[config.mk]
export PLATFORM = sky130hd
export DESIGN_NAME = rlp_stream_decoder_flat
export DESIGN_NICKNAME = d
export VERILOG_FILES = /design/src/hdl/rlp_pkg.sv /design/src/hdl/rlp_in_if.sv /design/src/hdl/rlp_out_if.sv /design/src/hdl/rlp_stream_decoder.sv /design/src/hdl/rlp_parse.sv /design/src/hdl/rlp_out_stage.sv /design/src/flat_wrapper.sv
export SDC_FILE = /design/constraint.sdc
export NUM_CORES = 1
export LEC_CHECK = 0
export ABC_AREA = 1
export ABC_CLOCK_PERIOD_IN_PS = 4950
export BUFFER_PORTS_ARGS = -buffer_cell sky130_fd_sc_hd__clkbuf_2
export CORE_ASPECT_RATIO = 1.2
export CORE_MARGIN = 2
export CORE_UTILIZATION = 55
export CTS_CLUSTER_DIAMETER = 30
export DETAILED_ROUTE_END_ITERATION = 8
export MAX_ROUTING_LAYER = met4
export PLACE_DENSITY = 0.74
export SLEW_MARGIN = 20
export SYNTH_ARGS = -nofsm -noshare
export SYNTH_HDL_FRONTEND = slang
export SYNTH_SLANG_ARGS = --single-unit
[constraint.sdc]
create_clock -name i_clk -period 4.95 [get_ports i_clk]
set_input_delay 0.99 -clock i_clk [delete_from_list [all_inputs] [get_ports i_clk]]
set_output_delay 0.99 -clock i_clk [all_outputs]
set_load 0.01 [all_outputs]
[src/hdl/rlp_pkg.sv]
`timescale 1ns / 1ps
// ============================================================================
// rlp_pkg
// Shared types and codes of the RLP stream decoder: result kinds, parser
// phases, field widths and the result beat that travels to the output stage.
// ============================================================================
package rlp_pkg;

    localparam int unsigned BYTE_W        = 8;
    localparam int unsigned KIND_W        = 3;
    localparam int unsigned ITEM_LEN_W    = 64;
    localparam int unsigned LEN_BITS_DFLT = 64;
    localparam int unsigned LEN_CNT_W     = 4;
    localparam int unsigned PHASE_W       = 2;

    localparam logic [KIND_W-1:0] K_SINGLE  = 3'd0;
    localparam logic [KIND_W-1:0] K_STRHDR  = 3'd1;
    localparam logic [KIND_W-1:0] K_LISTHDR = 3'd2;
    localparam logic [KIND_W-1:0] K_PAYLOAD = 3'd3;
    localparam logic [KIND_W-1:0] K_TRUNC   = 3'd4;

    localparam logic [PHASE_W-1:0] PH_PREFIX   = 2'd0;
    localparam logic [PHASE_W-1:0] PH_LENBYTES = 2'd1;
    localparam logic [PHASE_W-1:0] PH_PAYLOAD  = 2'd2;

    localparam logic [BYTE_W-1:0] SINGLE_MAX    = 8'h7f;
    localparam logic [BYTE_W-1:0] STR_BASE      = 8'h80;
    localparam logic [BYTE_W-1:0] STR_SHORT_MAX = 8'hb7;
    localparam logic [BYTE_W-1:0] STR_LONG_MAX  = 8'hbf;
    localparam logic [BYTE_W-1:0] LIST_BASE     = 8'hc0;
    localparam logic [BYTE_W-1:0] LIST_SHORT_MAX = 8'hf7;

    typedef struct packed {
        logic                  vld;
        logic [KIND_W-1:0]     kind;
        logic [ITEM_LEN_W-1:0] item_length;
        logic [BYTE_W-1:0]     out_byte;
        logic                  end_of_item;
    } t_result;

endpackage

[src/hdl/rlp_in_if.sv]
`timescale 1ns / 1ps
// ============================================================================
// rlp_in_if
// Input channel of the decoder: one encoded byte per beat.
// ============================================================================
interface rlp_in_if;
    logic       valid;
    logic       ready;
    logic [7:0] data_byte;
    logic       end_of_input;

    modport source (output valid, output data_byte, output end_of_input, input ready);
    modport sink   (input valid, input data_byte, input end_of_input, output ready);
endinterface

[src/hdl/rlp_out_if.sv]
`timescale 1ns / 1ps
// ============================================================================
// rlp_out_if
// Output channel of the decoder: one header, payload byte or error per beat.
// ============================================================================
interface rlp_out_if;
    logic        valid;
    logic        ready;
    logic [2:0]  kind;
    logic [63:0] item_length;
    logic [7:0]  out_byte;
    logic        end_of_item;

    modport source (output valid, output kind, output item_length, output out_byte,
                    output end_of_item, input ready);
    modport sink   (input valid, input kind, input item_length, input out_byte,
                    input end_of_item, output ready);
endinterface

[src/hdl/rlp_stream_decoder.sv]
`timescale 1ns / 1ps
// ============================================================================
// rlp_stream_decoder
// Byte-serial RLP decoder: reports single-byte strings, string and list headers
// with their payload length, passes string payload bytes through and flags truncation.
// ============================================================================
//  Channel   Dir  Beat contents
//  i_in      in   data_byte, end_of_input
//  o_out     out  kind, item_length, out_byte, end_of_item
//
//  One input byte is accepted per cycle while i_in is ready; its result, if any,
//  appears on o_out in the cycle after, out of the result register.
//  The parser state and the result register update in the same cycle, so
//  the rate is set by the single classify-and-count step per byte.
//  i_rst_n is synchronous and active low; after it the parser expects a
//  prefix and no result is pending.
//  A stalled o_out holds its beat; i_in stays ready while the result
//  register is empty or is being taken in the same cycle.
// ============================================================================
module rlp_stream_decoder
    import rlp_pkg::*;
#(
    parameter int unsigned LENGTH_BITS = LEN_BITS_DFLT
) (
    input  logic     i_clk,
    input  logic     i_rst_n,
    rlp_in_if.sink   i_in,
    rlp_out_if.source o_out
);

    logic    take;
    logic    in_ready;
    logic    out_vld;
    t_result res;
    t_result out_data;

    assign take       = i_in.valid && in_ready;
    assign i_in.ready = in_ready;

    rlp_parse #(
        .LENGTH_BITS(LENGTH_BITS)
    ) u_parse (
        .i_clk          (i_clk),
        .i_rst_n        (i_rst_n),
        .i_take         (take),
        .i_data_byte    (i_in.data_byte),
        .i_end_of_input (i_in.end_of_input),
        .o_res          (res)
    );

    rlp_out_stage u_out (
        .i_clk       (i_clk),
        .i_rst_n     (i_rst_n),
        .i_res       (res),
        .i_out_ready (o_out.ready),
        .o_in_ready  (in_ready),
        .o_valid     (out_vld),
        .o_data      (out_data)
    );

    assign o_out.valid       = out_vld;
    assign o_out.kind        = out_data.kind;
    assign o_out.item_length = out_data.item_length;
    assign o_out.out_byte    = out_data.out_byte;
    assign o_out.end_of_item = out_data.end_of_item;

endmodule

[src/hdl/rlp_parse.sv]
`timescale 1ns / 1ps
// ============================================================================
// rlp_parse
// Prefix classifier and parser state: gathers long-form lengths, counts down
// string payloads and forms at most one result for each accepted byte.
// ============================================================================
module rlp_parse
    import rlp_pkg::*;
#(
    parameter int unsigned LENGTH_BITS = LEN_BITS_DFLT
) (
    input  logic              i_clk,
    input  logic              i_rst_n,
    input  logic              i_take,
    input  logic [BYTE_W-1:0] i_data_byte,
    input  logic              i_end_of_input,
    output t_result           o_res
);

    logic [PHASE_W-1:0]     r_phase,   n_phase;
    logic [LEN_CNT_W-1:0]   r_left,    n_left;
    logic [LENGTH_BITS-1:0] r_acc,     n_acc;
    logic                   r_is_list, n_is_list;
    logic [LENGTH_BITS-1:0] r_pay,     n_pay;

    logic [LENGTH_BITS-1:0] acc_next;
    logic [LENGTH_BITS-1:0] pay_dec;
    logic [LENGTH_BITS-1:0] short_len;
    logic [LEN_CNT_W-1:0]   left_dec;
    logic [BYTE_W-1:0]      str_diff;
    logic [BYTE_W-1:0]      list_diff;
    logic                   open_list;
    t_result                res;

    assign str_diff  = i_data_byte - STR_BASE;
    assign list_diff = i_data_byte - LIST_BASE;
    assign left_dec  = r_left - LEN_CNT_W'(1);
    assign pay_dec   = r_pay - LENGTH_BITS'(1);

    always_comb begin
        if (r_acc[LENGTH_BITS-1 -: BYTE_W] != '0) begin
            acc_next = '1;
        end else begin
            acc_next = (r_acc << BYTE_W) | LENGTH_BITS'(i_data_byte);
        end
    end

    always_comb begin
        n_phase   = r_phase;
        n_left    = r_left;
        n_acc     = r_acc;
        n_is_list = r_is_list;
        n_pay     = r_pay;
        open_list = 1'b0;
        short_len = '0;
        res       = '0;

        unique case (r_phase)
            PH_LENBYTES: begin
                n_acc  = acc_next;
                n_left = left_dec;
                if (left_dec == '0) begin
                    res.vld         = 1'b1;
                    res.kind        = r_is_list ? K_LISTHDR : K_STRHDR;
                    res.item_length = ITEM_LEN_W'(acc_next);
                    res.end_of_item = (acc_next == '0);
                    n_phase         = PH_PREFIX;
                    if (r_is_list) begin
                        open_list = (acc_next != '0);
                    end else if (acc_next != '0) begin
                        n_pay   = acc_next;
                        n_phase = PH_PAYLOAD;
                    end
                    n_is_list = 1'b0;
                    n_acc     = '0;
                end
            end
            PH_PAYLOAD: begin
                n_pay           = pay_dec;
                res.vld         = 1'b1;
                res.kind        = K_PAYLOAD;
                res.out_byte    = i_data_byte;
                res.end_of_item = (pay_dec == '0);
                if (pay_dec == '0) begin
                    n_phase = PH_PREFIX;
                end
            end
            default: begin
                n_phase = PH_PREFIX;
                priority if (i_data_byte <= SINGLE_MAX) begin
                    res.vld         = 1'b1;
                    res.kind        = K_SINGLE;
                    res.item_length = ITEM_LEN_W'(1);
                    res.out_byte    = i_data_byte;
                    res.end_of_item = 1'b1;
                end else if (i_data_byte <= STR_SHORT_MAX) begin
                    short_len       = LENGTH_BITS'(str_diff);
                    res.vld         = 1'b1;
                    res.kind        = K_STRHDR;
                    res.item_length = ITEM_LEN_W'(short_len);
                    res.end_of_item = (short_len == '0);
                    if (short_len != '0) begin
                        n_pay   = short_len;
                        n_phase = PH_PAYLOAD;
                    end
                end else if (i_data_byte <= STR_LONG_MAX) begin
                    n_left    = LEN_CNT_W'(i_data_byte - STR_SHORT_MAX);
                    n_acc     = '0;
                    n_is_list = 1'b0;
                    n_phase   = PH_LENBYTES;
                end else if (i_data_byte <= LIST_SHORT_MAX) begin
                    short_len       = LENGTH_BITS'(list_diff);
                    res.vld         = 1'b1;
                    res.kind        = K_LISTHDR;
                    res.item_length = ITEM_LEN_W'(short_len);
                    res.end_of_item = (short_len == '0);
                    open_list       = (short_len != '0);
                end else begin
                    n_left    = LEN_CNT_W'(i_data_byte - LIST_SHORT_MAX);
                    n_acc     = '0;
                    n_is_list = 1'b1;
                    n_phase   = PH_LENBYTES;
                end
            end
        endcase

        if (i_end_of_input) begin
            if (n_phase != PH_PREFIX || open_list) begin
                res      = '0;
                res.vld  = 1'b1;
                res.kind = K_TRUNC;
            end
            n_phase   = PH_PREFIX;
            n_left    = '0;
            n_acc     = '0;
            n_is_list = 1'b0;
            n_pay     = '0;
        end
    end

    always_ff @(posedge i_clk) begin
        if (!i_rst_n) begin
            r_phase   <= PH_PREFIX;
            r_left    <= '0;
            r_acc     <= '0;
            r_is_list <= 1'b0;
            r_pay     <= '0;
        end else if (i_take) begin
            r_phase   <= n_phase;
            r_left    <= n_left;
            r_acc     <= n_acc;
            r_is_list <= n_is_list;
            r_pay     <= n_pay;
        end
    end

    always_comb begin
        o_res     = res;
        o_res.vld = res.vld & i_take;
    end

endmodule

[src/hdl/rlp_out_stage.sv]
`timescale 1ns / 1ps
// ============================================================================
// rlp_out_stage
// Result register between the parser and the output channel. It refills in
// the same cycle in which its beat is taken.
// ============================================================================
module rlp_out_stage
    import rlp_pkg::*;
(
    input  logic    i_clk,
    input  logic    i_rst_n,
    input  t_result i_res,
    input  logic    i_out_ready,
    output logic    o_in_ready,
    output logic    o_valid,
    output t_result o_data
);

    logic    r_vld;
    t_result r_data;

    assign o_in_ready = !r_vld || i_out_ready;
    assign o_valid    = r_vld;
    assign o_data     = r_data;

    always_ff @(posedge i_clk) begin
        if (!i_rst_n) begin
            r_vld <= 1'b0;
        end else if (i_res.vld) begin
            r_vld <= 1'b1;
        end else if (i_out_ready) begin
            r_vld <= 1'b0;
        end
    end

    always_ff @(posedge i_clk) begin
        if (i_res.vld) begin
            r_data <= i_res;
        end
    end

endmodule

[src/flat_wrapper.sv]
// flat-port wrapper written by rule: the top's interface ports become plain ports
module rlp_stream_decoder_flat import rlp_pkg::*;
#(
    parameter int unsigned LENGTH_BITS = LEN_BITS_DFLT
)
  (i_clk, i_rst_n, i_in_valid, i_in_data_byte, i_in_end_of_input, i_in_ready, o_out_valid, o_out_kind, o_out_item_length, o_out_out_byte, o_out_end_of_item, o_out_ready);
  rlp_in_if i_in_i ();
  rlp_out_if o_out_i ();
  input  logic i_clk;
  input  logic i_rst_n;
  input wire logic [$bits(i_in_i.valid)-1:0] i_in_valid;
  input wire logic [$bits(i_in_i.data_byte)-1:0] i_in_data_byte;
  input wire logic [$bits(i_in_i.end_of_input)-1:0] i_in_end_of_input;
  output wire logic [$bits(i_in_i.ready)-1:0] i_in_ready;
  output wire logic [$bits(o_out_i.valid)-1:0] o_out_valid;
  output wire logic [$bits(o_out_i.kind)-1:0] o_out_kind;
  output wire logic [$bits(o_out_i.item_length)-1:0] o_out_item_length;
  output wire logic [$bits(o_out_i.out_byte)-1:0] o_out_out_byte;
  output wire logic [$bits(o_out_i.end_of_item)-1:0] o_out_end_of_item;
  input wire logic [$bits(o_out_i.ready)-1:0] o_out_ready;
  assign i_in_i.valid = i_in_valid;
  assign i_in_i.data_byte = i_in_data_byte;
  assign i_in_i.end_of_input = i_in_end_of_input;
  assign i_in_ready = i_in_i.ready;
  assign o_out_valid = o_out_i.valid;
  assign o_out_kind = o_out_i.kind;
  assign o_out_item_length = o_out_i.item_length;
  assign o_out_out_byte = o_out_i.out_byte;
  assign o_out_end_of_item = o_out_i.end_of_item;
  assign o_out_i.ready = o_out_ready;
  rlp_stream_decoder #(.LENGTH_BITS(LENGTH_BITS)) u_core (.i_clk(i_clk), .i_rst_n(i_rst_n), .i_in(i_in_i), .o_out(o_out_i));
endmodule
After elaboration in Yosys (flattened, before gate mapping):

Cells that the tools add are included.

* register bits: 212
* input bits: 13
* output and inout port bits: 78
* word-level logic and storage cells: 119

* add/sub/neg operators: 6
* order comparisons: 4
* equal/unequal tests: 10
* multiplexer cells: 67
* bitwise gates (word level): 2
* reduce and logical (&&, ||, !) cells: 20

Operator list (number)
* 64-bit 2-to-1 mux: 14
* 64-bit one-hot mux with 2 select lines: 3
* 68-bit 2-to-1 mux: 5
* 77-bit 2-to-1 mux: 2
* 64-bit logical NOT: 2
* 64-bit by 8-bit bitwise OR with 64-bit output: 1
* 64-bit nonzero test: 1
* 64-bit by 1-bit subtractor with 64-bit output (second input constant): 1
* 8-bit <= comparator (second input constant): 3
* 8-bit nonzero test: 3
* 1-bit 2-to-1 mux: 21
* 4-bit 2-to-1 mux: 5
* 2-bit 2-to-1 mux: 9
* 8-bit logical NOT: 2
* 4-bit one-hot mux with 2 select lines: 2
* 8-bit one-hot mux with 2 select lines: 1
* 8-bit subtractor (second input constant): 2
* 3-bit != test (second input constant): 3
* 8-bit by 7-bit <= comparator with 1-bit output (second input constant): 1
* 8-bit 2-to-1 mux: 1
* 4-bit nonzero test: 2
* 4-bit by 3-bit subtractor with 4-bit output (second input constant): 2
* 7-bit AND reduction: 1
* 3-bit by 2-bit != test with 1-bit output (second input constant): 2
* 16 further kinds: 20

Depth between registers and ports, before layout:

Gate-level depths: netlist of run 1.

* word-level depth: 13
* gate-level depth with buffers: 23
* gate-level depth less buffers: 23

By module:

A second synthesis of run 1 with hierarchy kept.

* cell total of the unflattened synthesis: 1639
* area total of the unflattened synthesis: 12100.4 um^2

By module, submodules not included
* rlp_parse: times used 1, cells an instance 1553, area each 9753.1 um^2, seq. area each 2702.6 um^2
* rlp_out_stage: times used 1, cells an instance 84, area each 2339.7 um^2, seq. area each 2302.2 um^2
* rlp_stream_decoder: times used 1, cells an instance 2, area each 7.5 um^2, seq. area each 0.0 um^2

Worst setup path before layout of run 1:

OpenSTA, ideal clock, no wires.

* kind: in2reg
* start: input port i_in_data_byte[7]
* end: register u_core.u_out.r_data (netlist bit u_core.u_out.o_data[0]) (enable)
* setup time: 0.430 ns
* data arrival time: 3.919 ns
* data required time: 4.520 ns
* path slack: 0.600 ns
* cell stages on the path: 13
* buffers on the path: 0
* cell sequence: inv_1 ha_1 nand4_1 inv_1 nor2_1 clkinv_1 nor2_1 a22oi_1 nand3_1 nand2_4 nand2_1 nand2_1 inv_1

RTL lines
* start: declaration: line flat_wrapper.sv:12 `input wire logic [$bits(i_in_i.data_byte)-1:0] i_in_data_byte;`
* end signal: assignment: line rlp_out_stage.sv:38 `r_data <= i_res;`
* end: declaration: line rlp_out_stage.sv:20 `t_result r_data;`

==> Implementation_results.wiki, run 1 <==
{| class="wikitable"
! Metric !! Value
|-
| Result of the run || finished, final reports clean
|-
| Ratio of total power to cell area || 411 nW/um^2
|-
| Worst hold start || u_core.u_parse.r_acc[12]
|-
| Seq/Total Area, Yosys || 41.1%
|-
| Xor-xnor portion of the synthesized cell area || 0.720%
|-
| Largest fanout on the critical path || 37
|-
| Average wire per cell in the routed design || 20.2 um
|-
| Clock-pin slew on the worst setup and hold paths || 0.05 ns
|-
| Total via count after detailed routing || 12196
|-
| Number of enable-type register cells in the synthesized netlist || 76
|-
| Worst hold-check path type || register to register
|-
| Total negative slack for setup checks || 0 ns
|-
| Data arrival at the endpoint of the critical path || 4.27 ns
|-
| Number of nets in the layout || 1767
|-
| CP max stage cell || nor2_1
|-
| I/O Buffers || 90
|-
| Total die area || 23300 um^2
|-
| Ys async rst share || 0%
|-
| Depth of the worst register-to-register path || 14
|-
| Type of the worst setup path || register to register
|-
| Antenna cells || 0
|-
| Number of clock sinks seen by CTS || 212
|-
| Max Freq || 256 MHz
|-
| Fraction of the mapped netlist area in compound gates || 15.3%
|-
| Most numerous cell in the Yosys netlist || nor2_1
|-
| Data required, critical path || 5.31 ns
|-
| Via count of the first global-routing pass || 11227
|-
| Standby leakage power || 0.00597 uW
|-
| Top cells by area in the synthesized netlist || dfxtp_1 22%, edfxtp_1 19%, nor2_1 11%, nand2_1 9.8%, nor3_2 4.5%
|-
| Growth of design area from synthesis to finish || 16.2%
|-
| Post-synthesis adder-cell area fraction || 1.23%
|-
| End point of the worst hold path || u_core.u_parse.r_acc[12]
|-
| Min Tclk post-route || 3.90 ns
|-
| Top_reg_cell synth || dfxtp_1
|-
| Wire length of the first global-routing pass || 63.6 mm
|-
| Slowest stage delay, CP || 0.65 ns
|-
| Max-capacitance violation count || 0
|-
| Final count of hold timing violations || 0
|-
| Total half-perimeter wirelength after legalization and detailed placement || 29.0 mm
|-
| Slack of the worst reg-to-reg path || 1.05 ns
|-
| Via density per instance || 5.95
|-
| H-tree lvl count || 2
|-
| Count of distinct cell types in the synthesized netlist || 41
|-
| Global routing usage summed across all routing layers || 35.6%
|-
| Measured slew at the worst slew-check pin || 1.05 ns
|-
| Placed Area || 12700 um^2
|-
| Die H || 167 um
|-
| Commonest cells post-synth || 365 x nor2_1, 316 x nand2_1, 136 x dfxtp_1
|-
| Reg2reg end || u_core.u_out.o_data[72]
|-
| Final design area excluding fillers || 14100 um^2
|-
| Simple-gate area share of the yosys netlist || 34.0%
|-
| Kind of start point of the critical path || register
|-
| Clock Skew || 0.0257 ns
|-
| Number of buffers inserted by hold repair at cts || 0
|-
| Placer's final routability congestion estimate || 1.15
|-
| TritonCTS clock tree || built
|-
| Gr ovfl total || 0
|-
| Worst slew margin relative to its limit || 30.2%
|-
| Synth top area share || 22.4%
|-
| Share of the clock period used by the worst path || 78.8%
|-
| Horizontal die dimension || 140 um
|-
| Critical path capture point type || register
|-
| Routed WL || 41.4 mm
|-
| Number of cell rows || 59
|-
| Setup repair after global routing missed its margin || false
|-
| Reg2reg start || u_core.u_parse.r_acc[59]
|-
| Mean post-synth cell area || 7.24 um^2
|-
| Mapped Area || 12200 um^2
|-
| Final number of max-transition violations || 0
|-
| Core region area || 21700 um^2
|-
| Fraction of synthesized area in multiplexers || 0%
|-
| Number of gates given a new drive strength after cts || 0
|-
| Maximum number of pins on one net before global-route repair || 93
|-
| Root cell of the clock tree || clkbuf_16
|-
| DRT iter0 DRCs || 1189
|-
| Initial Util || 56.0%
|-
| Cells after Synth || 1680
|-
| Number of detailed-routing iterations run before antenna repair || 6
|-
| Hold depth || 2
|-
| Post-synth net total || 1705
|-
| DR DRC count || 0
|-
| Number of antenna violations at the first check in global routing || 0
|-
| IR drop worst, VDD || 0.000352 V
|-
| Count of synthesis-stage warnings from yosys || 0
|-
| Count of pins on the block boundary || 91
|-
| Num CTS Buffers || 42
|-
| Final Setup Violations || 0
|-
| CP Cell Sequence || nor4_1, nand2_2, nor2_1, nand4_1, nor2_1, nand3_1, nand2_1, nand2_1, nand2_1, nand3_1, nand2_4, nand2_4, buf_12, nor2_1
|-
| Most area-hungry cell type in the Yosys netlist || dfxtp_1
|-
| Final ANT Viol Nets || 0
|-
| Combinational family with the most area after synthesis || simple AND/OR/NAND/NOR gates
|-
| Bufs on Longest Clock Path || 3
|-
| Yosys reg bits || 212
|-
| Setup Fix Bufs, Post-CTS || 0
|-
| Clock Latency Late Sink || 0.54 ns
|-
| Share of layout cells above drive strength 1 || 15.5%
|}
==> cell families after synthesis <==
logic type	after synthesis
flip-flops	212
AND/OR/NAND/NOR	904
XOR/XNOR	10
AO/OA/AOI/OAI	310
buffers and inverters	232
adder cells (fa/ha/maj)	12
==> power breakdown <==
group          internal [uW]  total [uW]  switching [uW]
logic                    279        1070             796
registers               1900        1950            41.3
clock network           1830        2780             958
==> cells in the final DEF, fill, tap and decap left out, types with 10 or more instances in the layout <==
master     count
nor2_1       365
nand2_1      313
dfxtp_1      136
inv_1        129
o21ai_0       99
clkbuf_2      90
a21oi_1       76
edfxtp_1      76
a22oi_1       58
nor3_2        56
nand3_1       54
clkbuf_16     42
nor3_1        40
o22ai_1       37
nand4_1       16
nand3b_1      14
a211oi_1      13
inv_2         12
ha_1          12
buf_4         11
nand2_2       10
==> worst max-delay path, delay by kind of cell, from the launching register on <==
family | cells | cell delay, ns
buffers and inverters | 1 | 0.32
flip-flops | 1 | 0.31
AND/OR/NAND/NOR | 13 | 3.00
==> per-stage QoR <==
step / setup slack, ns / hold WS (ns) / power, uW / util (%) / cells
global route: 0.753 / 0.490 / 5990 / 65.1 / 2049
detailed placement: 0.929 / 0.465 / 3020 / 58.7 / 1972
floorplan: 0.600 / 0.444 / 2660 / - / 1680
CTS: 1.13 / 0.472 / 5790 / 65.1 / 2049
global placement: 0.966 / 0.456 / 3010 / 58.7 / 1972
finish: 1.05 / 0.473 / 5800 / 65.1 / 2049
==> per-layer routing <==
metal / global-route usage, % / up-vias / wire length (um)
li1: - / 5757 / -
met1: 44.9 / 5740 / 16700
met3: 5.49 / 128 / 3080
met5: - / - / 0
met4: 15.1 / 0 / 1990
met2: 57.0 / 571 / 19600
==> worst max path at each step <==
| stage | start | end | slack, ns | depth (start not counted) |
|---|---|---|---|---|
| 3_5_place_dp | i_in_data_byte[7] | u_core.u_out.o_data[12] | 0.93 | 14 |
| 4_1_cts | u_core.u_parse.r_acc[59] | u_core.u_out.o_data[42] | 1.13 | 14 |
| 5_1_grt | u_core.u_parse.r_acc[59] | u_core.u_out.o_data[44] | 0.75 | 14 |
| 3_3_place_gp | i_in_data_byte[7] | u_core.u_out.o_data[15] | 0.97 | 14 |
| 6_report | u_core.u_parse.r_acc[59] | u_core.u_out.o_data[72] | 1.05 | 14 |
| 2_1_floorplan | i_in_data_byte[7] | u_core.u_out.o_data[0] | 0.60 | 13 |
==> final cells by class <==
cell class / count / area [um^2]
flip-flops and latches: 212 / 5000
well taps: 274 / 343
multi-input cells: 1236 / 6250
clock inverters: 24 / 258
repair buffers: 104 / 593
fillers: 2003 / 7570
clock buffers: 53 / 1130
inverters: 146 / 552
==> flip-flops by register name, indices dropped and copies added, names as in the netlist <==
signal                    cells
u_core.u_parse.r_is_list      1
u_core.u_parse.r_acc         64
u_core.u_parse.r_left         4
u_core.u_parse.r_pay         64
u_core.u_out.o_data          76
u_core.u_parse.r_phase        2
u_core.u_out.o_valid          1
Note: power is estimated with default switching activity, not from simulation.
==> run 2, diff against run 1 <==
- ABC_CLOCK_PERIOD_IN_PS: 4950 -> 3350
- PLACE_DENSITY: 0.74 -> 0.77
- clock period: 4.95 -> 3.35 ns (I/O delays scaled with it)
==> Implementation_results.wiki, run 2 (synthesis gave the netlist of run 1 again) <==
{| class="wikitable"
! Metric !! Value
|-
| Result of the run || finished, final reports clean
|-
| I/O Buffers || 90 (unchanged)
|-
| Power share of the clock group || 47.6% (-0.4 points)
|-
| Number of detailed-routing iterations run before antenna repair || 6 (unchanged)
|-
| Switching Share || 31.3% (+0.37 points)
|-
| Slowest stage delay, CP || 0.37 ns (-0.28 ns)
|-
| Top library cells by usage in the layout, fill and taps aside || 299 x nor2_1, 294 x nand2_1, 124 x inv_1
|-
| Top cell family by delay on the critical path || simple AND/OR/NAND/NOR gates
|-
| H-tree lvl count || 2 (unchanged)
|-
| Worst hold-check path type || input pin to register
|-
| Data arrival at the endpoint of the critical path || 3.59 ns (-0.68 ns)
|-
| Min Tclk post-route || 3.29 ns (-0.611 ns)
|-
| Clock Skew || 0.0236 ns (-0.00209 ns)
|-
| Largest register FFs || 76 (unchanged)
|-
| Via count of the first global-routing pass || 12315 (+9.7%)
|-
| Share of layout cells above drive strength 1 || 26.4% (+11 points)
|-
| Total via count after detailed routing || 12955 (+6.2%)
|-
| Antenna cells || 0 (unchanged)
|-
| DR DRC count || 0 (unchanged)
|-
| Maximum number of pins on one net before global-route repair || 113 (+22%)
|-
| Total half-perimeter wirelength after legalization and detailed placement || 31.0 mm (+6.8%)
|-
| CP Cell Sequence || nor2_1, nand2_1, nor2_1, nand2_1, nor2_4, nand3_2, nand2_2, nand3_2, nor2_1, nand2_1, nor2_2, nand3_2, nand2_1, nand2_1, nand2_1, nand3_2, nand2_4, nand2_4, nand2_4, clkinvlp_4, buf_8, clkbuf_16
|-
| Number of nets in the layout || 1865 (+5.5%)
|-
| Wire length of the first global-routing pass || 67.4 mm (+6.0%)
|-
| Max Freq || 304 MHz (+19%)
|-
| Final worst hold slack || 0.467 ns (-0.00585 ns)
|-
| Standby leakage power || 0.00670 uW (+12%)
|-
| Ratio of total power to cell area || 591 nW/um^2 (+44%)
|-
| Crit path setup slack, layout || 0.0584 ns (-0.989 ns)
|-
| Count of pins on the block boundary || 91 (unchanged)
|-
| Most common cell after layout, fill and taps aside || nor2_1
|-
| Core region area || 21700 um^2 (unchanged)
|-
| Kind of start point of the critical path || register
|-
| Growth of design area from synthesis to finish || 28.3%
|-
| Internal cell power || 6330 uW (+58%)
|-
| Worst slew margin relative to its limit || 45.7% (+15 points)
|-
| Worst slack at placement || -0.203 ns (-1.13 ns)
|-
| Switching pwr || 2890 uW (+61%)
|-
| Share of the clock period used by the worst path || 98.3% (+19 points)
|-
| Combinational power share || 21.2% (+2.7 points)
|-
| Root cell of the clock tree || clkbuf_16
|-
| Final Setup Violations || 0 (unchanged)
|-
| Final ANT Viol Nets || 0 (unchanged)
|-
| Setup repair after global routing missed its margin || true
|-
| Total die area || 23300 um^2 (unchanged)
|-
| Number of buffers inserted by hold repair at cts || 0 (unchanged)
|-
| Final count of hold timing violations || 0 (unchanged)
|-
| CP bufs+invs || 3 (+2)
|-
| Largest fanout on the critical path || 7 (-81%)
|-
| Critical path capture point type || register
|-
| Measured slew at the worst slew-check pin || 0.814 ns (-0.232 ns)
|-
| Average wire per cell in the routed design || 21.2 um (+4.7%)
|-
| Number of antenna violations at the first check in global routing || 0 (unchanged)
|-
| Routed WL || 45.5 mm (+9.8%)
|-
| IR drop worst, VDD || 0.000589 V (+67%)
|-
| Type of the worst setup path || register to register
|-
| CP most frequent cell || nand2_1
|-
| Bufs on Longest Clock Path || 3 (unchanged)
|-
| Data required, critical path || 3.65 ns (-1.66 ns)
|-
| Number of cell rows || 59 (unchanged)
|-
| Global routing usage summed across all routing layers || 37.7% (+2.1 points)
|-
| TritonCTS clock tree || built
|-
| DRT iter0 DRCs || 1501 (+26%)
|-
| Horizontal die dimension || 140 um (unchanged)
|-
| Placer's final routability congestion estimate || 0.996 (-13%)
|-
| Gr ovfl total || 0 (unchanged)
|-
| Die H || 167 um (unchanged)
|-
| Final number of max-transition violations || 0 (unchanged)
|-
| Num CTS Buffers || 43 (+2.4%)
|-
| Clock-pin slew on the worst setup and hold paths || 0.05 ns (about the same)
|-
| Initial Util || 56.0% (unchanged)
|-
| Max-capacitance violation count || 0 (unchanged)
|-
| Clock Latency Late Sink || 0.54 ns (about the same)
|-
| Relative contribution of sequential cells to total power || 31.2% (-2.3 points)
|-
| Number of clock sinks seen by CTS || 212 (unchanged)
|-
| CP max stage cell || dfxtp_1
|-
| # fillers || 1716 (-14%)
|-
| Via density per instance || 6.03 (+1.3%)
|}
run 2: cell types whose count changed in the layout (fill, tap and decap cells not counted), moves of 6 or more:
| cell | previous run | this run |
|---|---|---|
| buf_4 | 11 | 90 |
| nor2_1 | 365 | 299 |
| nor2_2 | 7 | 56 |
| nand2_1 | 313 | 294 |
| nor2_4 | 9 | 26 |
| dfxtp_1 | 136 | 121 |
| dfxtp_2 | 0 | 13 |
| nand2_4 | 3 | 14 |
| clkbuf_16 | 42 | 51 |
| buf_12 | 3 | 10 |
| nand2_2 | 10 | 17 |
| buf_6 | 0 | 6 |
| nand3_1 | 54 | 48 |
| nand3_2 | 0 | 6 |
run 2: final cells by class:
| cell class | count | area, um^2 | share of cell area (%) |
|---|---|---|---|
| sequential | 212 | 5030 | 32.2 |
| timing repair buffer | 201 | 1500 | 9.61 |
| multi-input combinational | 1236 | 6670 | 42.8 |
| inverter | 146 | 557 | 3.57 |
| tap | 274 | 343 | 2.20 |
| clock inverter | 26 | 260 | 1.67 |
| clock buffer | 54 | 1240 | 7.97 |
run 2: path summary, 6_finish.rpt:
| check | cells after the start | end | from | slack (ns) |
|---|---|---|---|---|
| setup / recovery | 22 | u_core.u_out.o_data[30] | u_core.u_parse.r_pay[12] | 0.06 |
| hold / removal | 4 | u_core.u_out.o_valid | o_out_ready | 0.47 |
| setup reg to reg | 22 | u_core.u_out.o_data[30] | u_core.u_parse.r_pay[12] | 0.06 |
| hold reg to reg | 2 | u_core.u_parse.r_acc[25] | u_core.u_parse.r_acc[25] | 0.47 |
run 2: metal layers:
metal	track usage [%]	vias to the layer above	part of all wire, %
li1	-	5966	-
met1	44.6	6089	39
met2	61.5	716	48
met3	6.47	184	7.6
met4	19.8	0	5.8
met5	-	-	0
run 2: per-stage QoR:
step	power [uW]	util, %	std cells	cell area (um^2)	TNS (ns)
after global placement	4590	61.6	2037	13400	-14.91
after global routing	9510	71.9	2149	15600	-2.96
after CTS	8970	68.6	2117	14900	0
after floorplan	3950	-	1680	12200	-16.66
after detailed placement	4610	61.6	2037	13400	-16.53
final	9220	71.9	2149	15600	0
run 2: power by group through the flow:
stage / Clock, uW / Sequential (uW) / Combinational [uW]
detailed placement: 0 / 2920 / 1690
global placement: 0 / 2910 / 1680
CTS: 4400 / 2870 / 1700
floorplan: 0 / 2950 / 997
global route: 4550 / 2880 / 2070
finish: 4390 / 2880 / 1950
run 2: repair_timing:
action	4_1_cts	5_1_grt
buffers inserted	0	26
resized for setup	0	137
setup endpoints to repair	0	151
run 2: worst register-to-register path, stage by stage (launching register included):
cell        delay (ns)
dfxtp_1           0.37
nor2_1            0.20
nand2_1           0.16
nor2_1            0.18
nand2_1           0.12
nor2_4            0.27
nand3_2           0.12
nand2_2           0.10
nand3_2           0.08
nor2_1            0.09
nand2_1           0.07
nor2_2            0.12
nand3_2           0.12
nand2_1           0.09
nand2_1           0.06
nand2_1           0.08
nand3_2           0.09
nand2_4           0.10
nand2_4           0.06
nand2_4           0.08
clkinvlp_4        0.13
buf_8             0.18
clkbuf_16         0.17
==> run 3, diff against run 2 <==
- PLACE_DENSITY: 0.77 -> default
- PLACE_DENSITY_LB_ADDON: default -> 0.3
- SLEW_MARGIN: 20 -> default
==> Implementation_results.wiki, run 3 (synthesis gave the netlist of run 1 again) <==
{| class="wikitable"
! Metric !! Value
|-
| Result of the run || finished, final reports clean
|-
| Growth of design area from synthesis to finish || 23.5%
|-
| Measured slew at the worst slew-check pin || 0.991 ns (+0.176 ns)
|-
| Worst hold start || o_out_ready
|-
| # fillers || 1843 (+7.4%)
|-
| Data arrival at the endpoint of the critical path || 3.50 ns (-0.09 ns)
|-
| DRT iter0 DRCs || 1226 (-18%)
|-
| Core occupancy in the finished layout || 69.2% (-2.7 points)
|-
| Switching pwr || 2770 uW (-4.1%)
|-
| Most common cell after layout, fill and taps aside || nor2_1
|-
| Critical path capture point type || register
|-
| Average wire per cell in the routed design || 20.4 um (-3.6%)
|-
| Via count of the first global-routing pass || 11984 (-2.7%)
|-
| Share of the clock period used by the worst path || 96.9% (-1.3 points)
|-
| H-tree lvl count || 2 (unchanged)
|-
| Max Freq || 308 MHz (+1.4%)
|-
| CP bufs+invs || 3 (unchanged)
|-
| Maximum number of pins on one net before global-route repair || 101 (-11%)
|-
| Max-capacitance violation count || 0 (unchanged)
|-
| Placer's final routability congestion estimate || 1.01 (+1.8%)
|-
| Root cell of the clock tree || clkbuf_16
|-
| Ratio of total power to cell area || 596 nW/um^2 (+0.96%)
|-
| Top library cells by usage in the layout, fill and taps aside || 331 x nor2_1, 305 x nand2_1, 133 x dfxtp_1
|-
| CP Cell Sequence || inv_2, ha_4, nand2_4, nor2_8, nand2_4, nor2_4, nand3_1, nand2_1, nand2_1, nor2_1, nand2_1, nor2_2, nand3_2, nand2_1, nand2_1, nand2_1, nand3_2, nand2_4, nand2_2, nand2_2, clkinvlp_4, buf_12
|-
| Total half-perimeter wirelength after legalization and detailed placement || 30.6 mm (-1.3%)
|-
| Die H || 167 um (unchanged)
|-
| Final number of max-transition violations || 0 (unchanged)
|-
| CP max stage cell || dfxtp_1
|-
| I/O Buffers || 90 (unchanged)
|-
| Standby leakage power || 0.00644 uW (-3.9%)
|-
| Depth of the worst register-to-register path || 22 (unchanged)
|-
| Final Setup Violations || 0 (unchanged)
|-
| Reg2reg end || u_core.u_out.o_data[45]
|-
| CP most frequent cell || nand2_1
|-
| Slowest stage delay, CP || 0.34 ns (-0.03 ns)
|-
| Fin cells || 2118 (-1.4%)
|-
| Switching Share || 30.9% (-0.43 points)
|-
| Clock-pin slew on the worst setup and hold paths || 0.05 ns (about the same)
|-
| Via density per instance || 5.92 (-1.9%)
|-
| DR DRC count || 0 (unchanged)
|-
| Bufs on Longest Clock Path || 3 (unchanged)
|-
| Horizontal die dimension || 140 um (unchanged)
|-
| Antenna cells || 0 (unchanged)
|-
| Number of nets in the layout || 1836 (-1.6%)
|-
| Global routing usage summed across all routing layers || 37.0% (-0.66 points)
|-
| Final ANT Viol Nets || 0 (unchanged)
|-
| Worst slew margin relative to its limit || 34.0% (-12 points)
|-
| Total via count after detailed routing || 12530 (-3.3%)
|-
| IR drop worst, VDD || 0.000677 V (+15%)
|-
| CP Launch Point || u_core.u_parse.r_pay[1]
|-
| End point of the worst hold path || u_core.u_out.o_valid
|-
| Gr ovfl total || 0 (unchanged)
|-
| Number of clock sinks seen by CTS || 212 (unchanged)
|-
| Hold depth || 4 (unchanged)
|-
| Wire length of the first global-routing pass || 66.0 mm (-2.2%)
|-
| Type of the worst setup path || register to register
|-
| Count of pins on the block boundary || 91 (unchanged)
|-
| Routed WL || 43.2 mm (-5.0%)
|-
| Internal cell power || 6190 uW (-2.2%)
|-
| Top cell family by delay on the critical path || simple AND/OR/NAND/NOR gates
|-
| Kind of start point of the critical path || register
|-
| Power share of the clock group || 48.6% (+1.0 points)
|-
| Data required, critical path || 3.60 ns (-0.05 ns)
|-
| Min Tclk post-route || 3.25 ns (-0.0444 ns)
|-
| Core region area || 21700 um^2 (unchanged)
|-
| Combinational power share || 19.3% (-1.9 points)
|-
| Initial Util || 56.0% (unchanged)
|-
| Slack of the worst reg-to-reg path || 0.10 ns (+0.04 ns)
|-
| Reg2reg start || u_core.u_parse.r_pay[1]
|-
| Clock Skew || 0.0131 ns (-0.0105 ns)
|-
| Number of cell rows || 59 (unchanged)
|-
| TritonCTS clock tree || built
|-
| Share of layout cells above drive strength 1 || 21.9% (-4.5 points)
|-
| Num CTS Buffers || 43 (unchanged)
|-
| Worst hold-check path type || input pin to register
|-
| Setup repair after global routing missed its margin || true
|-
| Number of antenna violations at the first check in global routing || 0 (unchanged)
|-
| Final count of hold timing violations || 0 (unchanged)
|-
| Largest register FFs || 76 (unchanged)
|-
| Total die area || 23300 um^2 (unchanged)
|-
| Relative contribution of sequential cells to total power || 32.0% (+0.8 points)
|-
| Clock Latency Late Sink || 0.52 ns (-0.02 ns)
|-
| Placed Cells incl. Taps || 2036 (-0.049%)
|-
| Number of detailed-routing iterations run before antenna repair || 7 (+1)
|-
| Total negative slack for setup checks || 0 ns (unchanged)
|-
| Largest fanout on the critical path || 46 (+39)
|}
## run 3: cell types whose count changed in the layout (fill, tap and decap cells not counted), sizes merged
cell,change
buf,-26
bufinv,+3
clkbuf,-10
clkinv,+1
clkinvlp,-1
inv,+2
## run 3: layout make-up
cell class | count | area (um^2) | area share (%)
multi-input combinational | 1236 | 6430 | 42.8
sequential | 212 | 5010 | 33.3
timing repair buffer | 172 | 1200 | 8.00
clock buffer | 47 | 1100 | 7.33
inverter | 146 | 557 | 3.71
clock inverter | 31 | 375 | 2.50
tap | 274 | 343 | 2.28
## run 3: how the worst max path moves through the flow
stage,to,cells after the start
CTS,u_core.u_out.o_data[55],21
global route,u_core.u_out.o_data[55],24
finish,u_core.u_out.o_data[45],22
floorplan,u_core.u_out.o_data[0],23
detailed placement,u_core.u_out.o_data[44],16
global placement,u_core.u_out.o_data[44],16
## run 3: stage by stage
step | instance area, um^2 | hold slack (ns) | worst slack (ns) | power, uW
3_3_place_gp | 13400 | 0.456 | -0.163 | 4560
4_1_cts | 14900 | 0.450 | 0.0436 | 8930
2_1_floorplan | 12200 | 0.444 | -0.219 | 3950
6_report | 15000 | 0.463 | 0.103 | 8960
5_1_grt | 15000 | 0.495 | -0.0463 | 9240
3_5_place_dp | 13400 | 0.464 | -0.253 | 4570
## run 3: worst min-delay path: stages
cell	delay (ns)
clkbuf_2	0.08
inv_1	0.03
nand2_1	0.08
a21oi_1	0.07
## run 3: repair_timing
item | 4_1_cts | 5_1_grt
gates resized for setup | 0 | 51
endpoints found under the setup margin | 0 | 151
setup buffers | 0 | 4
hold buffers | 0 | 0
## run 3: power by group through the flow
stage / Combinational (uW) / Sequential, uW / Clock, uW
6_report: 1730 / 2870 / 4360
5_1_grt: 1860 / 2880 / 4500
4_1_cts: 1670 / 2870 / 4390
3_5_place_dp: 1660 / 2910 / 0
3_3_place_gp: 1650 / 2910 / 0
2_1_floorplan: 997 / 2950 / 0
## run 3: per-layer routing
metal	wire length [um]	share of wire, %	up-vias	global-route usage, %
met1	16900	39	5816	44.6
met4	2240	5.2	0	18.7
li1	-	-	5897	-
met2	20800	48	668	60.5
met3	3240	7.5	149	5.49
met5	0	0	-	-
